[config.mk]
export PLATFORM = sky130hd
export DESIGN_NAME = nnis_div
export DESIGN_NICKNAME = d
export VERILOG_FILES = /design/src/hdl/nnis_pkg.sv /design/src/hdl/nnis_div.sv
export SDC_FILE = /design/constraint.sdc
export NUM_CORES = 1
export LEC_CHECK = 0
export BUFFER_PORTS_ARGS = -buffer_cell sky130_fd_sc_hd__buf_2
export CORE_MARGIN = 1.5
export CORE_UTILIZATION = 58
export CTS_BUF_LIST = sky130_fd_sc_hd__clkbuf_8 sky130_fd_sc_hd__clkbuf_16
export DETAILED_ROUTE_END_ITERATION = 12
export GPL_ROUTABILITY_DRIVEN = 0
export MAX_ROUTING_LAYER = met4
export PLACE_DENSITY = 0.84
export SETUP_SLACK_MARGIN = 0.15
export SLEW_MARGIN = 5
export SYNTH_ARGS = -nofsm -noshare
export SYNTH_HDL_FRONTEND = slang
export SYNTH_SLANG_ARGS = --single-unit
[constraint.sdc]
create_clock -name i_clk -period 4.8 [get_ports i_clk]
set_clock_uncertainty 0.1 [all_clocks]
set_input_delay 0.48 -clock i_clk [delete_from_list [all_inputs] [get_ports i_clk]]
set_output_delay 0.48 -clock i_clk [all_outputs]
set_load 0.03 [all_outputs]
[src/hdl/nnis_pkg.sv]
// shared types and constants of the nearest neighbor image scaler
package nnis_pkg;

    localparam int MAX_WIDTH  = 256;
    localparam int MAX_HEIGHT = 256;

    localparam int COORD_W = 8;
    localparam int CH_W    = 8;
    localparam int PIX_W   = 3 * CH_W;
    localparam int DIM_W   = 9;
    localparam int X_W     = $clog2(MAX_WIDTH);
    localparam int Y_W     = $clog2(MAX_HEIGHT);
    localparam int ADDR_W  = X_W + Y_W;
    localparam int MAX_DIM = (MAX_WIDTH > MAX_HEIGHT) ? MAX_WIDTH : MAX_HEIGHT;
    // coordinate times clamped dimension stays below 2^(COORD_W + log2(MAX_DIM))
    localparam int DIVD_W  = COORD_W + $clog2(MAX_DIM);
    localparam int CNT_W   = $clog2(DIVD_W);
    localparam int CFG_IDX_W = 2;
    localparam int IN_DATA_W  = 5 * COORD_W;
    localparam int OUT_DATA_W = PIX_W;

    localparam logic FUNC_WRITE = 1'b0;
    localparam logic FUNC_READ  = 1'b1;

    localparam logic [CFG_IDX_W-1:0] REG_SRC_WIDTH  = 2'd0;
    localparam logic [CFG_IDX_W-1:0] REG_SRC_HEIGHT = 2'd1;
    localparam logic [CFG_IDX_W-1:0] REG_DST_WIDTH  = 2'd2;
    localparam logic [CFG_IDX_W-1:0] REG_DST_HEIGHT = 2'd3;

    localparam logic [DIM_W-1:0] DIM_RESET = 9'd256;

    typedef logic [X_W-1:0]   t_x;
    typedef logic [Y_W-1:0]   t_y;
    typedef logic [DIM_W-1:0] t_dim;

    typedef struct packed {
        logic              start;
        logic [DIVD_W-1:0] dividend;
        logic [DIM_W-1:0]  divisor;
    } t_div_req;

    typedef struct packed {
        logic              done;
        logic [DIVD_W-1:0] quotient;
    } t_div_rsp;

    typedef enum logic [2:0] {
        S_IDLE,
        S_DIV_C_START,
        S_DIV_C,
        S_DIV_R_START,
        S_DIV_R,
        S_READ,
        S_RESP
    } t_state;

endpackage

[src/hdl/nnis_div.sv]
// radix-2 restoring divider, one quotient bit per cycle
module nnis_div (
    input  logic              i_clk,
    input  logic              i_rst_n,
    input  nnis_pkg::t_div_req i_req,
    output nnis_pkg::t_div_rsp o_rsp
);
    import nnis_pkg::*;

    logic              r_busy;
    logic              r_done;
    logic [CNT_W-1:0]  r_cnt;
    logic [DIVD_W-1:0] r_quo;
    logic [DIM_W-1:0]  r_rem;
    logic [DIM_W-1:0]  r_div;

    logic [DIM_W:0]    w_rem_sh;
    logic              w_ge;
    logic [DIM_W:0]    w_diff;

    always_comb begin
        w_rem_sh = {r_rem, r_quo[DIVD_W-1]};
        w_ge     = (w_rem_sh >= {1'b0, r_div});
        w_diff   = w_rem_sh - {1'b0, r_div};
    end

    always_ff @(posedge i_clk) begin
        if (!i_rst_n) begin
            r_busy <= 1'b0;
            r_done <= 1'b0;
            r_cnt  <= '0;
        end else begin
            r_done <= 1'b0;
            if (i_req.start) begin
                r_busy <= 1'b1;
                r_cnt  <= CNT_W'(DIVD_W - 1);
            end else if (r_busy) begin
                r_cnt <= r_cnt - CNT_W'(1);
                if (r_cnt == '0) begin
                    r_busy <= 1'b0;
                    r_done <= 1'b1;
                end
            end
        end
    end

    always_ff @(posedge i_clk) begin
        if (i_req.start) begin
            r_quo <= i_req.dividend;
            r_rem <= '0;
            r_div <= i_req.divisor;
        end else if (r_busy) begin
            // remainder stays below the divisor, so it fits DIM_W bits either way
            r_rem <= w_ge ? w_diff[DIM_W-1:0] : w_rem_sh[DIM_W-1:0];
            r_quo <= {r_quo[DIVD_W-2:0], w_ge};
        end
    end

    assign o_rsp.done     = r_done;
    assign o_rsp.quotient = r_quo;

endmodule

# == Word-level counts from Yosys, hierarchy flattened ==
# Index checks and enable logic that the tools add are counted.
# word_totals
reg_bits,40
in_bits,28
out_inout_bits,17
word_cells,23
# op_classes
add_sub_neg,2
magnitude_cmp,1
muxes,9
bitwise,2
n_reduce_logical,3
# ops
op,count
$mux W16,2
$ge A10 B9 Y1,1
$mux W9,1
$sub A9 B9 Y9,1
$mux W4,2
$logic_not A4 Y1,1
$mux W1,4
$sub A4 B1 Y4 const B,1
$reduce_or A3 Y1,1
$not A1 Y1,2
$reduce_bool A2 Y1,1

# == Logic depth before layout (Yosys ltp) ==
# Gate-level depths: netlist of run 1.
# logic_depth
depth_word,4
depth_mapped,10
depth_no_buf,9

# == Least setup slack after synthesis of run 1 ==
# No wires, ideal clock.
# synth_timing
kind,reg-to-reg
from,reg r_quo[15]
to,reg r_rem[0]
setup_ns,0.088
arrival_ns,2.349
required_time_ns,4.612
slack_ns,2.263
path_stages_with_launch,11
n_path_buf,1
synth_period_minus_slack_ns,2.537
path_cell_list,edfxtp_1 inv_1 ha_1 inv_1 fa_1 a211oi_2 o21ai_2 a31oi_4 buf_6 nand2_2 a311oi_2
# synth_between
elab_chain_cells,2
word_cells_on_any_way,3
classes_between,add/sub (1); order compare (1); mux (1)
# synth_rtl
element,line,source
start: declaration,nnis_div.sv:13,logic [DIVD_W-1:0] r_quo;
start signal: assignment,nnis_div.sv:49,r_quo <= i_req.dividend;
start signal: assignment,nnis_div.sv:55,"r_quo <= {r_quo[DIVD_W-2:0], w_ge};"
$sub A9 B9 Y9 or $ge A10 B9 Y1 (tied branches),"nnis_div.sv:24, nnis_div.sv:23",
$mux W9 *,nnis_div.sv:54,r_rem <= w_ge ? w_diff[DIM_W-1:0] : w_rem_sh[DIM_W-1:0];
end signal: assignment,nnis_div.sv:54,
end: declaration,nnis_div.sv:14,logic [DIM_W-1:0] r_rem;
# Every way passes the cells marked *; elsewhere a longest branch is shown, timed or not.
# A chain may end at the register's enable or synchronous reset.

# == Final worst setup path of run 1 ==
# layout_timing
from,reg r_quo[15]
to,reg r_rem[4]
# Same word-level chain as after synthesis.

==> results of run 1 <==
-- final cells by class --
type | count | area [um^2]
clock buffer | 6 | 82.58
sequential | 40 | 1051
fill | 275 | 937.1
inverter | 14 | 52.55
timing repair buffer | 44 | 220.2
tap | 46 | 57.56
clock inverter | 2 | 38.79
multi-input combinational | 114 | 923.4
-- cell usage in the layout, fill, tap and decap left out, drive strengths merged, types with 2 or more instances in the layout --
| cell | count |
|---|---|
| a21oi | 4 |
| mux2 | 16 |
| a211oi | 3 |
| nor2b | 3 |
| nor2 | 13 |
| o31ai | 4 |
| dfxtp | 15 |
| nor3 | 2 |
| nand2 | 11 |
| o21ai | 9 |
| edfxtp | 25 |
| inv | 14 |
| xnor2 | 2 |
| a311oi | 2 |
| nand3 | 2 |
| ha | 10 |
| clkbuf | 6 |
| o21bai | 2 |
| mux2i | 4 |
| o21a | 6 |
| buf | 44 |
| xor2 | 5 |
-- where the power goes --
| group | switching [mW] | internal, mW | total, mW |
|---|---|---|---|
| combinational | 0.105 | 0.0718 | 0.177 |
| sequential | 0.0185 | 0.399 | 0.417 |
| clock | 0.123 | 0.170 | 0.293 |
| total | 0.247 | 0.640 | 0.887 |
-- through the flow --
step	util (%)	hold WS, ps
5_1_grt	72.14	231.3
4_1_cts	72.14	241.9
3_5_place_dp	68.53	375.3
6_report	72.14	245.3
2_1_floorplan	-	325.7
3_3_place_gp	68.53	339.9
-- routing by layer --
metal / track usage [%] / vias to the layer above / wire (um)
met5: - / - / 0
met1: 25.72 / 695 / 1613
met3: 7.387 / 5 / 213
li1: - / 722 / -
met2: 38.44 / 35 / 2056
met4: 8.889 / 0 / 46
-- kinds of logic after synthesis --
logic type      count (synthesis)  share of synthesized area [%]
buf+inv                        21                          4.364
compound gates                 39                          15.45
fa+ha+maj                      11                          7.030
xor+xnor                        7                          2.970
flops                          40                          50.91
mux                            20                          10.67
simple gates                   37                          8.607
-- final timing paths --
path                    startpoint                    end  slack, ps  depth (start not counted)
max            r_quo[15]$_DFFE_PP_  r_rem[4]$_SDFFE_PP0P_       2170                          9
min                       i_req[5]     r_div[5]$_DFFE_PP_        250                          1
max reg2reg    r_quo[15]$_DFFE_PP_  r_rem[4]$_SDFFE_PP0P_       2170                          9
min reg2reg  r_rem[8]$_SDFFE_PP0P_  r_rem[8]$_SDFFE_PP0P_        390                          2
-- worst max-delay path, delay by kind of cell, from the launching register on --
family	cells	cell delay (ps)
fa+ha+maj	2	600
compound gates	4	970
buf+inv	2	150
mux	1	250
flops	1	420
-- registers in the layout, indices dropped and copies added (netlist names) --
signal	flops
r_quo	16
r_div	9
r_rem	9
r_cnt	4
r_busy	1
r_done	1
==> run_results.csv, run 1 <==
group,metric,value,unit
run_status,status,"finished clean",
die,fp.dieW,62.66,um
timing,final-hold-violation-count,0,
die,core,0.003363,mm^2
die,die_h,62.66,um
grt,overflow,0,
grt,grt_max_degree,39,
power_and_ir_drop,power,0.8874,mW
detailed_routing,via_per_inst,5.477,
yosys,synth-edff-count,25,
yosys,seq_area_frac_synth,50.91,%
yosys,synth_warnings,0,
yosys,synth.distinct_cells,45,
yosys,synth-seq-cells,40,
timing,slew_viol_final,0,
cts,worstSkewPairLatency,310,ps
worst_setup_path,path_cells,"inv_1, ha_1, inv_1, fa_1, a211oi_2, o21ai_2, a31oi_4, mux2i_1, a211oi_1",
yosys,synthTopCellsByArea,"edfxtp_1 36%, dfxtp_1 15%, mux2_2 8.7%",
worst_hold_path,min_path_type,"in -> reg",
worst_setup_path,slowest_stage,"a31oi_4",
placement,port_buffers,44,
cts,postCtsSetupBuffers,0,
cts,h-tree-depth,2,
timing,slew_headroom,46.50,%
timing,setup_tns,0,ps
cells_and_area,area_delta_synth_final,17.52,%
cts,clock_path_buffers,2,
worst_setup_path,crit_required,4860,ps
placement,hpwl,2.778,mm
yosys,postSynth.asyncResetShare,0,%
worst_setup_path,worstPathArrival,2690,ps
timing,worst_slew_pin_slew,802.5,ps
cells_and_area,num-nets-final,258,
yosys,syn_area,0.002064,mm^2
yosys,synth_cells,175,
cells_and_area,n_antenna_cell,0,
worst_setup_path,crit_top_cell,"inv_1",
timing,setup_slack,2167,ps
placement,pre_cts_ws,2167,ps
cts,post_cts.resized_instances,0,
power_and_ir_drop,cellLeakagePower,1.038,nW
cells_and_area,final_cells,266,
yosys,yosysMostFrequentCell,"edfxtp_1",
placement,place_inst,258,
detailed_routing,dr.pass1.iters,4,
detailed_routing,drt.antenna.violating_nets,0,
grt,track_usage,23.00,%
yosys,synth-main-ff-cell,"edfxtp_1",
cts,clk_pin_slew,80,ps
worst_setup_path,worst_setup_path_start_kind,"flip-flop",
power_and_ir_drop,max-vdd-ir-drop,0.0002246,V
worst_setup_path,end_kind,"flip-flop",
timing,setup_viol,0,
grt,grt_pass1_wl,6.713,mm
cells_and_area,drive_gt1_share,34.55,%
timing,grt_setup_unrepaired,"false",
cts,numCtsBuffers,5,
placement,dpl_cell_area,0.002305,mm^2
cells_and_area,design_area,0.002426,mm^2
yosys,synth_top_area_share,36.36,%
worst_setup_path,max_stage_delay,450,ps
yosys,yosysTopAreaCell,"edfxtp_1",
die,dieArea,0.003926,mm^2
power_and_ir_drop,p_per_area,365.8,mW/mm^2
die,design.portCount,45,
cts,cts-root-buf,"clkbuf_8",
detailed_routing,route.detailed.drc,0,
detailed_routing,wl_per_cell,14.77,um
yosys,synth_commonest_cells,"25 x edfxtp_1, 16 x mux2_2, 15 x dfxtp_1, 14 x inv_1, 13 x nor2_1",
cts,cts_tree,"built",
yosys,syn_avg_cell_area,11.80,um^2
timing,fin_crit,2633,ps
worst_setup_path,path_max_fanout,14,
detailed_routing,vias,1457,
timing,period_share,54.85,%
die,num_rows,21,
detailed_routing,drtIter0Drc,89,
cts,clock-sinks,40,
yosys,syn-num-nets,214,
worst_setup_path,worstSetupPathType,"reg -> reg",
grt,grt_pass1_vias,1446,
timing,fmax,0.3798,GHz
cts,cts_hold_buf,0,
run,drv_cap,0,
detailed_routing,finalWirelength,3.929,mm
die,initial_core_util,61.38,%
grt,antenna_found_initial,0,
No activity file was read; power rests on OpenSTA's default activity.
==> run 2: changes to the inputs <==
--- a/config.mk
+++ b/config.mk
@@ -5,14 +5,15 @@
 export SDC_FILE = /design/constraint.sdc
 export NUM_CORES = 1
 export LEC_CHECK = 0
+export ABC_AREA = 1
 export BUFFER_PORTS_ARGS = -buffer_cell sky130_fd_sc_hd__buf_2
 export CORE_MARGIN = 1.5
-export CORE_UTILIZATION = 58
+export CORE_UTILIZATION = 49
 export CTS_BUF_LIST = sky130_fd_sc_hd__clkbuf_8 sky130_fd_sc_hd__clkbuf_16
 export DETAILED_ROUTE_END_ITERATION = 12
 export GPL_ROUTABILITY_DRIVEN = 0
 export MAX_ROUTING_LAYER = met4
-export PLACE_DENSITY = 0.84
+export PLACE_DENSITY = 0.76
 export SETUP_SLACK_MARGIN = 0.15
 export SLEW_MARGIN = 5
 export SYNTH_ARGS = -nofsm -noshare
==> constraint.sdc (replaced) <==
create_clock -name i_clk -period 2.2 [get_ports i_clk]
set_clock_uncertainty 0.1 [all_clocks]
set_input_delay 0.22 -clock i_clk [delete_from_list [all_inputs] [get_ports i_clk]]
set_output_delay 0.22 -clock i_clk [all_outputs]
set_load 0.03 [all_outputs]
==> run 2 against run 1 <==
Against the previous run: utilization is 5.9 points lower; sequential cell count unchanged; worst setup slack worse by 1900 ps; combinational power increased by 110%; largest cell class unchanged; largest power group unchanged; highest routed layer unchanged.
==> run_results.csv, run 2 <==
group,metric,value,unit
detailed_routing,route.detailed.drc,0,
grt,overflow,0,
detailed_routing,wl_per_cell,12.52,um
yosys,synthMuxAreaShare,0,%
die,num_rows,23,
yosys,seq_area_frac_synth,48.78,%
detailed_routing,dr.pass1.iters,4,
worst_setup_path,rr_worst_depth,11,
yosys,synth-edff-count,25,
worst_hold_path,min_to,"r_cnt[2]$_SDFFE_PN0P_",
yosys,synth_top_family_by_area,"simple AND/OR/NAND/NOR gates",
grt,grt_pass1_vias,1837,
worst_setup_path,worstPathArrival,2050,ps
die,die_h,69.31,um
power_and_ir_drop,max-vdd-ir-drop,0.0004306,V
yosys,synth-main-ff-cell,"edfxtp_1",
worst_setup_path,end_kind,"flip-flop",
yosys,yosysMostFrequentCell,"nand2_1",
yosys,syn_area,0.002155,mm^2
cells_and_area,num-nets-final,365,
power_and_ir_drop,cellLeakagePower,1.405,nW
cells_and_area,final_cells,377,
timing,slew_headroom,70.84,%
cts,cts-root-buf,"clkbuf_8",
cells_and_area,n_antenna_cell,0,
cts,clock-sinks,40,
cells_and_area,drive_gt1_share,26.30,%
run,drv_cap,0,
cells_and_area,multi_input_area,935.9,um^2
grt,track_usage,21.83,%
worst_setup_path,crit_required,2290,ps
yosys,postSynth.asyncResetShare,0,%
yosys,synth_top_area_share,34.84,%
timing,setup_tns,0,ps
worst_hold_path,holdCritStartpoint,"i_rst_n",
cells_and_area,fill_cells,345,
run_status,status,"finished clean",
cts,clock_path_buffers,2,
timing,final-hold-violation-count,0,
worst_setup_path,reg2reg_from,"r_quo[15]$_DFFE_PP_",
worst_hold_path,hold_depth,3,
timing,worst_slew_pin_slew,436.9,ps
yosys,synth.distinct_cells,29,
grt,antenna_found_initial,0,
detailed_routing,drtIter0Drc,77,
yosys,synth-seq-cells,40,
worst_setup_path,max_stage_delay,410,ps
yosys,synth-compound-area-share,4.646,%
die,core,0.004115,mm^2
cts,numCtsBuffers,5,
timing,grt_setup_unrepaired,"true",
yosys,syn_avg_cell_area,8.287,um^2
cells_and_area,top_register,"r_quo",
die,dieArea,0.004804,mm^2
placement,port_buffers,44,
yosys,synthTopCellsByArea,"edfxtp_1 35%, nand2_1 16%, dfxtp_1 14%",
timing,setup_viol,0,
detailed_routing,drt.antenna.violating_nets,0,
die,design.portCount,45,
timing,fmax,0.5099,GHz
worst_setup_path,path_cells,"inv_2, ha_2, inv_2, fa_2, nand2_2, nand3_4, nand2_4, buf_4, nand3_2, nand3_1, o21ai_0",
worst_setup_path,slowest_stage,"edfxtp_1",
yosys,synth-simple-area-share,29.21,%
grt,grt_max_degree,18,
cts,worstSkewPairLatency,300,ps
cts,h-tree-depth,2,
timing,period_share,89.14,%
cells_and_area,ff_latch_area,0.001051,mm^2
grt,grt_pass1_wl,8.169,mm
placement,hpwl,3.419,mm
die,fp.dieW,69.31,um
yosys,yosysTopAreaCell,"edfxtp_1",
yosys,synth_cells,260,
yosys,synth_commonest_cells,"89 x nand2_1, 41 x inv_1, 25 x edfxtp_1, 22 x nand3_1, 15 x dfxtp_1",
cells_and_area,area_delta_synth_final,26.54,%
yosys,synth_xor_area_share,1.220,%
worst_setup_path,reg2reg_slack,240,ps
cells_and_area,largest_register_ffs,16,
worst_setup_path,worstReg2RegEnd,"r_rem[2]$_SDFFE_PP0P_",
placement,place_inst,355,
worst_hold_path,min_path_type,"in -> reg",
worst_setup_path,crit_top_cell,"inv_2",
detailed_routing,finalWirelength,4.720,mm
detailed_routing,via_per_inst,4.915,
cts,clk_pin_slew,90,ps
yosys,syn-num-nets,299,
detailed_routing,vias,1853,
worst_setup_path,worstSetupPathType,"reg -> reg",
power_and_ir_drop,p_per_area,697.0,mW/mm^2
worst_setup_path,path_max_fanout,8,
die,initial_core_util,52.36,%
cts,cts_tree,"built",
cells_and_area,reg_top3,"r_quo (16), r_div (9), r_rem (9)",
yosys,synth_warnings,0,
yosys,synthAdderAreaFrac,6.736,%
cells_and_area,final_common_cell,"nand2_1",
cells_and_area,final_cell_mix,"88 x nand2_1, 44 x buf_2, 39 x inv_1",
timing,fin_crit,1961,ps
timing,slew_viol_final,0,
worst_setup_path,worst_setup_path_start_kind,"flip-flop",
## run 2: cell types whose count changed after synthesis, moves of 5 or more
cell     before  now
xor2_1        5    0
inv_1        14   41
nand2_1      10   89
nand3_1       2   22
o21a_1        6    0
mux2_2       16    0
nor2_1       13    8
## run 2: routing by layer
layer  wire, um  part of all wire (%)  global-route usage [%]  up-vias
li1           -                     -                       -      962
met1       2083                    44                   26.38      848
met2       2383                    50                   36.75       37
met3        194                   4.1                   4.942        6
met4         58                   1.2                   6.100        0
met5          0                     0                       -        -
## run 2: critical path: cells and delay by family (launching register included)
| family | cells | cell delay (ps) |
|---|---|---|
| adder cells (fa/ha/maj) | 2 | 560 |
| AND/OR/NAND/NOR | 5 | 440 |
| flip-flops | 1 | 410 |
| buffers and inverters | 3 | 260 |
| AO/OA/AOI/OAI | 1 | 80 |
## run 2: stage by stage
step           worst slack (ps)  instance area [um^2]  utilization (%)  hold slack (ps)  power [mW]
2_1_floorplan             207.8                  2157                -            218.9       1.150
3_3_place_gp              235.8                  2447            59.47            296.1       1.256
3_5_place_dp              101.1                  2447            59.47            298.1       1.267
4_1_cts                   157.1                  2658            64.58            44.35       1.904
5_1_grt                   117.4                  2726            66.25            75.81       1.999
6_report                  238.9                  2726            66.25            49.72       1.900
## run 2: area by class of cell
| cell class | count | area share, % |
|---|---|---|
| well taps | 50 | 2.295 |
| flip-flops and latches | 40 | 38.55 |
| clock inverters | 3 | 1.698 |
| repair buffers | 65 | 14.82 |
| clock buffers | 5 | 2.524 |
| inverters | 42 | 5.782 |
| multi-input cells | 172 | 34.33 |
## run 2: worst max path at each step
stage | to | from | slack, ps | cells past startpoint
floorplan | r_rem[3]$_SDFFE_PP0P_ | r_quo[15]$_DFFE_PP_ | 210 | 11
global placement | r_rem[4]$_SDFFE_PP0P_ | r_quo[15]$_DFFE_PP_ | 240 | 11
detailed placement | r_rem[2]$_SDFFE_PP0P_ | r_quo[15]$_DFFE_PP_ | 100 | 11
CTS | r_rem[4]$_SDFFE_PP0P_ | r_quo[15]$_DFFE_PP_ | 160 | 11
global route | r_rem[7]$_SDFFE_PP0P_ | r_quo[15]$_DFFE_PP_ | 120 | 11
finish | r_rem[2]$_SDFFE_PP0P_ | r_quo[15]$_DFFE_PP_ | 240 | 11
## run 2: logic make-up (layout without fill, tap and decap cells)
group / after synthesis / in the layout
buffers and inverters: 48 / 115
DFF: 40 / 40
and+or+nand+nor: 142 / 142
AOI/OAI and AO/OA: 16 / 16
adders and majority gates: 11 / 11
xor gates and xnor gates: 3 / 3
## run 2: power by group
part / internal [mW] / switching, mW
registers: 0.865 / 0.0302
clock network: 0.342 / 0.285
logic: 0.141 / 0.238
## run 2: repair_timing
action / 4_1_cts / 5_1_grt
pin swaps: 0 / 4
hold buffers: 9 / 0
buffers inserted: 0 / 5
endpoints found under the hold margin: 9 / 0
setup endpoints to repair: 8 / 10
gates resized for setup: 1 / 8
